$ cat src/rtl/core/assert_macros.svh
// ----------------------------------------------------------------------------
// Assertion macros
// Shared wrappers for concurrent assertions in the core RTL.
// ----------------------------------------------------------------------------
`ifndef ASSERT_MACROS_SVH
`define ASSERT_MACROS_SVH

// Check a property on every rising clock edge, ignored while reset is active.
`define WST_ASSERT(name, clk, rst_n, prop, msg) \
  name: assert property (@(posedge clk) disable iff (!rst_n) prop) else $error(msg);

// Check a property on every rising clock edge, reset included.
`define WST_ASSERT_ALWAYS(name, clk, prop, msg) \
  name: assert property (@(posedge clk) prop) else $error(msg);

`endif

$ cat src/rtl/core/wst_pkg.sv
`timescale 1ns / 1ps
// ----------------------------------------------------------------------------
// Wheel speed tachometer package
// Widths, register indexes, reset values and shared types.
// ----------------------------------------------------------------------------
package wst_pkg;

  // Field widths
  localparam int unsigned CIRC_W    = 12;
  localparam int unsigned TIMEOUT_W = 27;
  localparam int unsigned TIME_W    = 40;
  localparam int unsigned SPEED_W   = 16;
  localparam int unsigned DIST_W    = 40;
  localparam int unsigned SCNT_W    = 4;

  // Ring of recent speeds
  localparam int unsigned RING_DEPTH = 10;
  localparam int unsigned RING_IDX_W = (RING_DEPTH > 1) ? $clog2(RING_DEPTH) : 1;
  localparam int unsigned CNT_W      = $clog2(RING_DEPTH + 1);
  localparam int unsigned SUM_W      = SPEED_W + CNT_W;
  localparam int unsigned COUNT_MAX  = (1 << SCNT_W) - 1;

  // Speed scaling: mm per us to mm per s
  localparam int unsigned SPEED_SCALE = 1000000;
  localparam int unsigned PROD_W      = 32;

  // Serial divider
  localparam int unsigned DIV_NUM_W = 32;
  localparam int unsigned DIV_DEN_W = 40;
  localparam int unsigned DIV_CNT_W = $clog2(DIV_NUM_W);

  // Configuration port
  localparam int unsigned CFG_IDX_W  = 2;
  localparam int unsigned CFG_DATA_W = TIMEOUT_W;

  localparam logic [CFG_IDX_W-1:0] REG_CIRCUMFERENCE = CFG_IDX_W'(0);
  localparam logic [CFG_IDX_W-1:0] REG_STOP_TIMEOUT  = CFG_IDX_W'(1);

  localparam logic [CIRC_W-1:0]    CIRC_RESET    = CIRC_W'(2100);
  localparam logic [TIMEOUT_W-1:0] TIMEOUT_RESET = TIMEOUT_W'(10000000);

  // Request commands
  localparam logic CMD_PULSE = 1'b0;
  localparam logic CMD_POLL  = 1'b1;

  typedef struct packed {
    logic                 start;
    logic [DIV_NUM_W-1:0] dividend;
    logic [DIV_DEN_W-1:0] divisor;
  } div_req_t;

  typedef struct packed {
    logic                 done;
    logic [DIV_NUM_W-1:0] quotient;
  } div_rsp_t;

endpackage

$ cat src/rtl/core/wst_if.sv
`timescale 1ns / 1ps
// ----------------------------------------------------------------------------
// Wheel speed tachometer channels
// Request and result channels with valid/ready handshake.
// ----------------------------------------------------------------------------
interface wst_in_if import wst_pkg::*; ();
  logic              valid;
  logic              ready;
  logic              cmd;
  logic [TIME_W-1:0] now_us;

  modport source (output valid, output cmd, output now_us, input ready);
  modport sink   (input valid, input cmd, input now_us, output ready);
endinterface

interface wst_out_if import wst_pkg::*; ();
  logic               valid;
  logic               ready;
  logic [SPEED_W-1:0] avg_speed_mm_s;
  logic [DIST_W-1:0]  distance_mm;
  logic               stopped;
  logic [SCNT_W-1:0]  sample_count;

  modport source (output valid, output avg_speed_mm_s, output distance_mm,
                  output stopped, output sample_count, input ready);
  modport sink   (input valid, input avg_speed_mm_s, input distance_mm,
                  input stopped, input sample_count, output ready);
endinterface

$ cat src/rtl/core/wheel_speed_tachometer_core.sv
`timescale 1ns / 1ps
// ----------------------------------------------------------------------------
// Wheel speed tachometer core
// Pulse-period speed measurement with a moving average over recent speeds.
// ----------------------------------------------------------------------------
// Each request is either a wheel revolution pulse or a poll, stamped with a
// free-running microsecond time; every request yields exactly one result with
// the truncated mean of the nonzero speeds in a ring of the last RING_DEPTH
// revolutions, the distance travelled, a stopped flag and the sample count.
// A pulse computes floor(circumference * 10^6 / period) saturated to 16 bits;
// a poll clears timestamps and ring when the oldest pulse is older than the
// stop timeout. The block handles one request at a time. All division runs
// through one shared restoring divider that yields one quotient bit per cycle,
// and the ring is summed one entry per cycle. When no nonzero speed is stored
// the mean divide is skipped. A finished result sits in an output register,
// so the next request is taken while the previous result still waits; a later
// result holds in the last state until that register is free.
// Configuration must be written only while the block is idle; the block
// itself does not enforce this. Writes to an index beyond the two registers
// are dropped.
// ----------------------------------------------------------------------------
`include "assert_macros.svh"

module wheel_speed_tachometer_core import wst_pkg::*; (
  input  logic                  clk_i,
  input  logic                  rst_ni,
  input  logic                  cfg_we_i,
  input  logic [CFG_IDX_W-1:0]  cfg_idx_i,
  input  logic [CFG_DATA_W-1:0] cfg_wdata_i,
  wst_in_if.sink                in_i,
  wst_out_if.source             out_o
);

  typedef enum logic [9:0] {
    ST_IDLE      = 10'b00_0000_0001,
    ST_PULSE     = 10'b00_0000_0010,
    ST_SPD_START = 10'b00_0000_0100,
    ST_SPD_WAIT  = 10'b00_0000_1000,
    ST_AGE       = 10'b00_0001_0000,
    ST_CHECK     = 10'b00_0010_0000,
    ST_SCAN      = 10'b00_0100_0000,
    ST_AVG_START = 10'b00_1000_0000,
    ST_AVG_WAIT  = 10'b01_0000_0000,
    ST_OUT       = 10'b10_0000_0000
  } state_e;

  state_e state_q, state_d;

  // Configuration registers
  logic [CIRC_W-1:0]    circ_q;
  logic [TIMEOUT_W-1:0] timeout_q;

  // Measurement state
  logic [TIME_W-1:0]     older_q;
  logic [TIME_W-1:0]     newer_q;
  logic [SPEED_W-1:0]    ring_q [RING_DEPTH];
  logic [RING_DEPTH-1:0] ring_vld_q;
  logic [RING_IDX_W-1:0] pos_q;
  logic [DIST_W-1:0]     dist_q;

  // Per-request working registers
  logic [TIME_W-1:0]     now_q;
  logic [TIME_W-1:0]     period_q;
  logic [PROD_W-1:0]     prod_q;
  logic [TIME_W-1:0]     age_q;
  logic [RING_IDX_W-1:0] scan_idx_q;
  logic [SUM_W-1:0]      sum_q;
  logic [CNT_W-1:0]      count_q;
  logic                  stopped_q;
  logic [SPEED_W-1:0]    avg_q;

  // Output register
  logic                  out_vld_q;
  logic [SPEED_W-1:0]    out_avg_q;
  logic [DIST_W-1:0]     out_dist_q;
  logic                  out_stopped_q;
  logic [SCNT_W-1:0]     out_cnt_q;

  div_req_t div_req;
  div_rsp_t div_rsp;

  logic                  in_fire;
  logic                  out_free;
  logic                  have_period;
  logic                  timed_out;
  logic                  scan_last;
  logic [SPEED_W-1:0]    scan_entry;
  logic                  scan_take;
  logic [SPEED_W-1:0]    speed_sat;
  logic [31:0]           count_ext;
  logic [SCNT_W-1:0]     count_sat;

  assign in_i.ready = (state_q == ST_IDLE);
  assign in_fire    = in_i.valid && in_i.ready;
  assign out_free   = !out_vld_q || out_o.ready;

  assign have_period = (older_q != '0) && (newer_q != '0);
  assign timed_out   = (older_q != '0) && (age_q > TIME_W'(timeout_q));

  assign scan_entry = ring_q[scan_idx_q];
  assign scan_take  = ring_vld_q[scan_idx_q] && (scan_entry != '0);
  assign scan_last  = (scan_idx_q == RING_IDX_W'(RING_DEPTH - 1));

  // Clamp the quotient to the 16-bit speed range; a zero period divides to
  // all ones and lands on the maximum here as well.
  assign speed_sat = (div_rsp.quotient[DIV_NUM_W-1:SPEED_W] != '0) ? '1
                   : div_rsp.quotient[SPEED_W-1:0];

  assign count_ext = 32'(count_q);
  assign count_sat = (count_ext > 32'(COUNT_MAX)) ? SCNT_W'(COUNT_MAX)
                   : count_ext[SCNT_W-1:0];

  // Shared divider: speed divide, then mean divide.
  always_comb begin
    div_req.start    = (state_q == ST_SPD_START) || (state_q == ST_AVG_START);
    div_req.dividend = DIV_NUM_W'(prod_q);
    div_req.divisor  = DIV_DEN_W'(period_q);
    if (state_q == ST_AVG_START) begin
      div_req.dividend = DIV_NUM_W'(sum_q);
      div_req.divisor  = DIV_DEN_W'(count_q);
    end
  end

  wst_div u_div (
    .clk_i  (clk_i),
    .rst_ni (rst_ni),
    .req_i  (div_req),
    .rsp_o  (div_rsp)
  );

  // Sequencer
  always_comb begin
    state_d = state_q;
    case (state_q)
      ST_IDLE: begin
        if (in_fire) begin
          state_d = (in_i.cmd == CMD_PULSE) ? ST_PULSE : ST_AGE;
        end
      end
      ST_PULSE:     state_d = have_period ? ST_SPD_START : ST_SCAN;
      ST_SPD_START: state_d = ST_SPD_WAIT;
      ST_SPD_WAIT: begin
        if (div_rsp.done) begin
          state_d = ST_SCAN;
        end
      end
      ST_AGE:   state_d = ST_CHECK;
      ST_CHECK: state_d = ST_SCAN;
      ST_SCAN: begin
        if (scan_last) begin
          // Nothing to average: skip the divide.
          if ((count_q == '0) && !scan_take) begin
            state_d = ST_OUT;
          end else begin
            state_d = ST_AVG_START;
          end
        end
      end
      ST_AVG_START: state_d = ST_AVG_WAIT;
      ST_AVG_WAIT: begin
        if (div_rsp.done) begin
          state_d = ST_OUT;
        end
      end
      ST_OUT: begin
        if (out_free) begin
          state_d = ST_IDLE;
        end
      end
      default: state_d = ST_IDLE;
    endcase
  end

  // Control and measurement state
  always_ff @(posedge clk_i or negedge rst_ni) begin
    if (!rst_ni) begin
      state_q    <= ST_IDLE;
      circ_q     <= CIRC_RESET;
      timeout_q  <= TIMEOUT_RESET;
      older_q    <= '0;
      newer_q    <= '0;
      ring_vld_q <= '0;
      pos_q      <= '0;
      dist_q     <= '0;
      out_vld_q  <= 1'b0;
    end else begin
      state_q <= state_d;

      if (cfg_we_i) begin
        case (cfg_idx_i)
          REG_CIRCUMFERENCE: circ_q    <= cfg_wdata_i[CIRC_W-1:0];
          REG_STOP_TIMEOUT:  timeout_q <= cfg_wdata_i[TIMEOUT_W-1:0];
          default: ;
        endcase
      end

      // Advance the timestamp pair on a pulse.
      if (in_fire && (in_i.cmd == CMD_PULSE)) begin
        older_q <= newer_q;
        newer_q <= in_i.now_us;
      end

      // Store the new speed, advance the ring and add one revolution.
      if ((state_q == ST_SPD_WAIT) && div_rsp.done) begin
        ring_vld_q[pos_q] <= 1'b1;
        pos_q  <= (pos_q == RING_IDX_W'(RING_DEPTH - 1)) ? '0
                : pos_q + RING_IDX_W'(1);
        dist_q <= dist_q + DIST_W'(circ_q);
      end

      // Drop timestamps and speeds on timeout; position and distance stay.
      if ((state_q == ST_CHECK) && timed_out) begin
        older_q    <= '0;
        newer_q    <= '0;
        ring_vld_q <= '0;
      end

      if ((state_q == ST_OUT) && out_free) begin
        out_vld_q <= 1'b1;
      end else if (out_o.ready) begin
        out_vld_q <= 1'b0;
      end
    end
  end

  // Datapath registers
  always_ff @(posedge clk_i) begin
    if (in_fire) begin
      now_q      <= in_i.now_us;
      scan_idx_q <= '0;
      sum_q      <= '0;
      count_q    <= '0;
      stopped_q  <= 1'b0;
      avg_q      <= '0;
    end

    if (state_q == ST_PULSE) begin
      period_q <= newer_q - older_q;
      prod_q   <= PROD_W'(circ_q) * PROD_W'(SPEED_SCALE);
    end

    if ((state_q == ST_SPD_WAIT) && div_rsp.done) begin
      ring_q[pos_q] <= speed_sat;
    end

    if (state_q == ST_AGE) begin
      age_q <= now_q - older_q;
    end

    if ((state_q == ST_CHECK) && timed_out) begin
      stopped_q <= 1'b1;
    end

    // Accumulate one ring entry per cycle.
    if (state_q == ST_SCAN) begin
      scan_idx_q <= scan_last ? '0 : scan_idx_q + RING_IDX_W'(1);
      if (scan_take) begin
        sum_q   <= sum_q + SUM_W'(scan_entry);
        count_q <= count_q + CNT_W'(1);
      end
    end

    if ((state_q == ST_AVG_WAIT) && div_rsp.done) begin
      avg_q <= div_rsp.quotient[SPEED_W-1:0];
    end

    // Hold the result until taken.
    if ((state_q == ST_OUT) && out_free) begin
      out_avg_q     <= avg_q;
      out_dist_q    <= dist_q;
      out_stopped_q <= stopped_q;
      out_cnt_q     <= count_sat;
    end
  end

  assign out_o.valid          = out_vld_q;
  assign out_o.avg_speed_mm_s = out_avg_q;
  assign out_o.distance_mm    = out_dist_q;
  assign out_o.stopped        = out_stopped_q;
  assign out_o.sample_count   = out_cnt_q;

  // A taken request keeps the block busy on the next cycle.
  `WST_ASSERT(a_busy_after_req, clk_i, rst_ni, in_fire |=> !in_i.ready,
              "request accepted but block ready again next cycle")

  // A result that reports a stop averages nothing.
  `WST_ASSERT(a_stop_empty, clk_i, rst_ni,
              (out_vld_q && out_stopped_q) |-> (out_avg_q == '0 && out_cnt_q == '0),
              "stopped result carries speed samples")

  // Divider completions only arrive while the sequencer waits for one.
  `WST_ASSERT(a_div_done_wait, clk_i, rst_ni,
              div_rsp.done |-> (state_q == ST_SPD_WAIT || state_q == ST_AVG_WAIT),
              "divider finished outside a wait state")

  // Ring position stays inside the ring.
  `WST_ASSERT_ALWAYS(a_pos_range, clk_i,
                     32'(pos_q) < RING_DEPTH,
                     "ring position beyond ring depth")

endmodule

$ cat src/rtl/core/wst_div.sv
`timescale 1ns / 1ps
// ----------------------------------------------------------------------------
// Serial divider
// Restoring unsigned divider, one quotient bit per cycle.
// ----------------------------------------------------------------------------
module wst_div import wst_pkg::*; (
  input  logic     clk_i,
  input  logic     rst_ni,
  input  div_req_t req_i,
  output div_rsp_t rsp_o
);

  logic                 busy_q;
  logic                 done_q;
  logic [DIV_CNT_W-1:0] cnt_q;
  logic [DIV_DEN_W-1:0] rem_q;
  logic [DIV_NUM_W-1:0] quo_q;
  logic [DIV_DEN_W-1:0] den_q;

  logic [DIV_DEN_W:0]   trial;
  logic [DIV_DEN_W:0]   diff;
  logic                 fits;

  // Shift in the next dividend bit and try the subtraction.
  always_comb begin
    trial = {rem_q, quo_q[DIV_NUM_W-1]};
    diff  = trial - {1'b0, den_q};
    fits  = (trial >= {1'b0, den_q});
  end

  always_ff @(posedge clk_i or negedge rst_ni) begin
    if (!rst_ni) begin
      busy_q <= 1'b0;
      done_q <= 1'b0;
      cnt_q  <= '0;
    end else begin
      done_q <= 1'b0;
      if (req_i.start) begin
        busy_q <= 1'b1;
        cnt_q  <= '0;
      end else if (busy_q) begin
        cnt_q <= cnt_q + DIV_CNT_W'(1);
        if (cnt_q == DIV_CNT_W'(DIV_NUM_W - 1)) begin
          busy_q <= 1'b0;
          done_q <= 1'b1;
        end
      end
    end
  end

  always_ff @(posedge clk_i) begin
    if (req_i.start) begin
      den_q <= req_i.divisor;
      quo_q <= req_i.dividend;
      rem_q <= '0;
    end else if (busy_q) begin
      rem_q <= fits ? diff[DIV_DEN_W-1:0] : trial[DIV_DEN_W-1:0];
      quo_q <= {quo_q[DIV_NUM_W-2:0], fits};
    end
  end

  assign rsp_o.done     = done_q;
  assign rsp_o.quotient = quo_q;

endmodule
$ cat src/flat_wrapper.sv
// flat-port wrapper written by rule: the top's interface ports become plain ports
module wheel_speed_tachometer_core_flat import wst_pkg::*;
  (clk_i, rst_ni, cfg_we_i, cfg_idx_i, cfg_wdata_i, in_i_valid, in_i_cmd, in_i_now_us, in_i_ready, out_o_valid, out_o_avg_speed_mm_s, out_o_distance_mm, out_o_stopped, out_o_sample_count, out_o_ready);
  wst_in_if in_i_i ();
  wst_out_if out_o_i ();
  input  logic clk_i;
  input  logic rst_ni;
  input  logic cfg_we_i;
  input  logic [CFG_IDX_W-1:0] cfg_idx_i;
  input  logic [CFG_DATA_W-1:0] cfg_wdata_i;
  input wire logic [$bits(in_i_i.valid)-1:0] in_i_valid;
  input wire logic [$bits(in_i_i.cmd)-1:0] in_i_cmd;
  input wire logic [$bits(in_i_i.now_us)-1:0] in_i_now_us;
  output wire logic [$bits(in_i_i.ready)-1:0] in_i_ready;
  output wire logic [$bits(out_o_i.valid)-1:0] out_o_valid;
  output wire logic [$bits(out_o_i.avg_speed_mm_s)-1:0] out_o_avg_speed_mm_s;
  output wire logic [$bits(out_o_i.distance_mm)-1:0] out_o_distance_mm;
  output wire logic [$bits(out_o_i.stopped)-1:0] out_o_stopped;
  output wire logic [$bits(out_o_i.sample_count)-1:0] out_o_sample_count;
  input wire logic [$bits(out_o_i.ready)-1:0] out_o_ready;
  assign in_i_i.valid = in_i_valid;
  assign in_i_i.cmd = in_i_cmd;
  assign in_i_i.now_us = in_i_now_us;
  assign in_i_ready = in_i_i.ready;
  assign out_o_valid = out_o_i.valid;
  assign out_o_avg_speed_mm_s = out_o_i.avg_speed_mm_s;
  assign out_o_distance_mm = out_o_i.distance_mm;
  assign out_o_stopped = out_o_i.stopped;
  assign out_o_sample_count = out_o_i.sample_count;
  assign out_o_i.ready = out_o_ready;
  wheel_speed_tachometer_core u_core (.clk_i(clk_i), .rst_ni(rst_ni), .cfg_we_i(cfg_we_i), .cfg_idx_i(cfg_idx_i), .cfg_wdata_i(cfg_wdata_i), .in_i(in_i_i), .out_o(out_o_i));
endmodule
$ cat config.mk
export PLATFORM = sky130hd
export DESIGN_NAME = wheel_speed_tachometer_core_flat
export DESIGN_NICKNAME = d
export VERILOG_FILES = /design/src/rtl/core/wst_pkg.sv /design/src/rtl/core/wst_if.sv /design/src/rtl/core/wheel_speed_tachometer_core.sv /design/src/rtl/core/wst_div.sv /design/src/flat_wrapper.sv
export VERILOG_INCLUDE_DIRS = /design/src /design/src/rtl/core
export SDC_FILE = /design/constraint.sdc
export NUM_CORES = 1
export LEC_CHECK = 0
export ABC_CLOCK_PERIOD_IN_PS = 6400
export BUFFER_PORTS_ARGS = -buffer_cell sky130_fd_sc_hd__buf_4
export CAP_MARGIN = 0
export CORE_MARGIN = 1.5
export CORE_UTILIZATION = 50
export DETAILED_ROUTE_END_ITERATION = 12
export PLACE_DENSITY_LB_ADDON = 0.05
export SETUP_SLACK_MARGIN = 0.2
export SYNTH_ARGS = -nofsm -noshare
export SYNTH_HDL_FRONTEND = slang
export SYNTH_SLANG_ARGS = --single-unit
$ cat constraint.sdc
create_clock -name clk_i -period 6.4 [get_ports clk_i]
set_clock_uncertainty 0.05 [all_clocks]
set_input_delay 0.32 -clock clk_i [delete_from_list [all_inputs] [get_ports clk_i]]
set_output_delay 0.32 -clock clk_i [all_outputs]
set_load 0.1 [all_outputs]
==> implementation parameters <==
Parameter                              Value

Run status
  Outcome    completed

Logic synthesis
  Async set-or-reset flop fraction in the synthesized netlist    26.6%
  Netlist area before placement    37600 um2
  Number of instances in the synthesized netlist    3273
  Synth Net Count    3650
  Post-synth EDFFs    459
  Yosys reg bits    719
  Post-synth cell types    96
  Average size of a mapped cell    11.5 um2
  Commonest register cell after synthesis    edfxtp_1
  Yosys warning total    0
  Proportion of synthesized chip area in sequential cells    53.1%

Critical path
  Required time reported for the critical path endpoint    6.71 ns
  WP data arrival    5.33 ns
  Maximum fanout count along the critical path    7
  Dominant cell type by count on the critical path    ha_1
  Slowest cell on the critical path    dfstp_2
  Critical Path, Cell by Cell    ha_1 -> ha_1 -> ha_1 -> fa_1 -> inv_1 -> fa_1 -> inv_1 -> ha_1 -> and2_1 -> a221o_1 -> a211oi_1 -> o31ai_1 -> a31oi_1 -> nor2b_1 -> o21a_1 -> o22ai_1 -> xnor2_1
  Startpoint kind of the worst setup timing path    register
  CP endpoint kind    register
  CP peak stage delay    0.62 ns
  Critical path start-end classification    register to register

CTS
  Clock insertion delay at the later pin of the skew report    0.63 ns
  Number of levels in the clock H-tree    3
  PostCTS Resize Cnt    0
  Clock Root Buffer    clkbuf_16
  Postcts setup bufs    0
  Number of clock buffers inserted by TritonCTS    79
  Clk slew on worst S/H paths    0.06 ns
  Count of hold buffers inserted by post-cts repair    70
  TritonCTS clock tree    yes
  Number of buffers between clock root and the deepest sink    3
  Sink Count    719

GRT
  Maximum number of pins on one net before global-route repair    163
  Met1 Usage GRT    33.7%
  GRT Util Overall    23.1%
  Vias in the first global route    25.2k
  Most congested layer reported by global routing    met2
  Antenna violations before repair    3
  Global-route congestion overflow total    0
  Global routing usage on met3    4.38%
  Met2 usage in global routing    35.6%
  First-pass GRT wire length    140000 um

Timing
  Count of endpoints failing setup in the final report    0
  Aggregate negative setup slack    0 ns
  Final number of max-transition violations    0
  Min setup slack post-route    1.38 ns
  Clock period minus final worst setup slack    5.02 ns
  Setup repair after global routing missed its margin    no
  Least-Margin Pin Slew    1.20 ns
  Number of hold violations in the final report    0
  Min Hold Slack    0.112 ns
  Highest achievable clock rate    0.199 GHz
  Final worst path period share    78.4%
  Max-slew headroom    20.0%

Floorplanning
  Vert. Die Dim    277 um
  Area enclosed by the die boundary    76800 um2
  Core Area    74400 um2
  Initial standard-cell utilization of the core    50.5%
  Chip width    277 um
  Placement row count    100
  IO Count    138

Placement
  Port Buf Inserts    137
  Final HPWL DP    62100 um
  RePlAce Congestion    0.884
  Worst setup slack before clock tree synthesis    1.41 ns

Power and ir drop
  Peak supply drop    0.442 mV
  Static leakage    0.0173 uW
  Share of total power in the clock network    21.8%
  Fraction of power spent switching nets    38.6%
  Internal power contribution    13500 uW
  Relative contribution of sequential cells to total power    32.5%
  Reported net switching power    8490 uW
  Ratio of total power to cell area    509 nW/um2
  Combinational group share of total power    45.7%
  Power after layout    22000 uW

Finish
  Number of nets in the layout    3865
  Post-synthesis to final-layout area growth    14.9%
  Final core utilization    58.0%
  Fraction of layout cells with a size suffix above 1    12.9%

Routing
  Post-route antenna net violation count    0
  Number of design-rule violations left by the first detailed-router iteration    1876
  First-pass DRT Iterations    6
  Via count of the routed design    25.3k
  Routed WL per cell    19.6 um
  DRC errors left    0
  DR vias/cell    5.58
  Total routed wirelength    88600 um

Run
  Count of maximum capacitance violations    0

Min path
  Hold Crit Class    input port to asynchronous set/reset pin
per-stage QoR:
stage          cells  area [um2]
2_1_floorplan   3273       37600
5_1_grt         4524       43200
3_5_place_dp    4306       39700
6_report        4526       43200
4_1_cts         4524       43200
3_3_place_gp    4306       39700
synth_stat cells (6+ instances only):
library cell  count  area share (%)
edfxtp_1        459              37
nand2_1         317             3.2
a21oi_1         264             3.5
ha_1            262             8.7
inv_1           225             2.2
nor2_1          198             2.0
dfrtp_1         178              12
o21ai_0         116             1.5
xnor2_1         104             2.4
a21o_1           97             1.9
clkbuf_1         83            0.83
xor2_1           72             1.7
dfxtp_1          69             3.7
mux2i_1          61             1.6
nand3_1          56            0.75
a211oi_1         52             1.0
and3_1           51            0.85
and2_1           45            0.75
nor2b_1          43            0.72
fa_1             40             2.1
nor4_1           38            0.63
mux4_2           34             2.0
nor3_1           33            0.44
o21a_1           31            0.62
mux2_2           29            0.87
nand4_1          27            0.45
o21ai_1          24            0.32
or2_2            23            0.38
nand2b_1         19            0.32
o21bai_1         18            0.36
dfstp_2          13            0.91
a31oi_1          12            0.20
buf_2            10            0.13
nor3b_1          10            0.20
buf_4             9            0.18
o211ai_1          8            0.16
a22o_1            7            0.16
o31a_1            7            0.16
o31ai_1           7            0.14
or3_1             7            0.12
o21ba_2           6            0.16
logic make-up after synthesis:
kind of cell / share of synthesized area (%)
buffers and inverters: 3.49
multiplexers: 4.59
adder cells (fa/ha/maj): 10.9
AND/OR/NAND/NOR: 11.7
flip-flops: 53.1
XOR/XNOR: 4.10
AO/OA/AOI/OAI: 12.1
power by group through the flow:
stage	clock network (uW)	logic [uW]	registers, uW
2_1_floorplan	0	7880	6900
3_3_place_gp	0	9760	7210
3_5_place_dp	0	9880	7230
4_1_cts	4890	10000	7150
5_1_grt	5070	11300	7260
6_report	4790	10000	7160
critical path, delay by kind of cell (launching register included):
| kind | cells | cell delay, ns |
|---|---|---|
| adders and majority gates | 6 | 2.27 |
| buffers and inverters | 2 | 0.09 |
| AOI/OAI and AO/OA | 6 | 1.36 |
| xor gates and xnor gates | 1 | 0.10 |
| and+or+nand+nor | 2 | 0.25 |
| DFF | 1 | 0.62 |
routing by layer:
| layer | routed length [um] | part of all wire [%] |
|---|---|---|
| met2 | 39500 | 45 |
| met4 | 1780 | 2.0 |
| met1 | 42300 | 48 |
| met5 | 13 | 0.015 |
| met3 | 4980 | 5.6 |
cell type report:
cell class                 instances  area (um2)
antenna                            2        5.00
timing repair buffer             242        2010
fill                            6138       31300
multi-input combinational       2219       16400
sequential                       719       20000
tap                              969        1210
inverter                         227         852
clock inverter                    47         558
clock buffer                     101        2200
worst paths after layout:
check / start / end / slack [ns] / cells past startpoint
max: u_core.circ_q[4]$_DFFE_PN1P_ / u_core.prod_q[31]$_DFFE_PP_ / 1.38 / 17
min: rst_ni / u_core.dist_q[17]$_DFFE_PN0P_ / 0.11 / 2
max reg2reg: u_core.circ_q[4]$_DFFE_PN1P_ / u_core.prod_q[31]$_DFFE_PP_ / 1.38 / 17
min reg2reg: u_core.avg_q[5]$_SDFFCE_PN0P_ / u_core.out_o.avg_speed_mm_s[5]$_DFFE_PP_ / 0.37 / 0
max in group asynchronous: rst_ni / u_core.older_q[39]$_DFFE_PN0P_ / 4.91 / 3
min in group clk_i: out_o_ready / u_core.out_o.valid$_DFFE_PN0P_ / 0.13 / 3
layout by cell type, fill, tap and decap left out, types with 83 or more instances in the layout:
cell type and count:
inv_1 224, a21o_1 96, clkbuf_16 83, edfxtp_1 459, xnor2_1 104, buf_4 170
nor2_1 197, dfrtp_1 177, nand2_1 317, ha_1 262, o21ai_0 116, a21oi_1 264
registers in the layout, summed over array words and instances, names as in the netlist, 10 cells and up, named ones only:
signal and cells:
u_core.older_q 40, u_core.age_q 40, u_core.ring_vld_q 10, u_core.state_q 10
u_core.newer_q 40, u_core.out_o.avg_speed_mm_s 16, u_core.circ_q 12, u_core.prod_q 26
u_core.out_o.distance_mm 40, u_core.ring_q 160, u_core.sum_q 20, u_core.u_div.quo_q 32
u_core.dist_q 40, u_core.now_q 40, u_core.timeout_q 27, u_core.u_div.den_q 40
u_core.avg_q 16, u_core.period_q 40, u_core.u_div.rem_q 40
(Power assumes the default switching activity.)
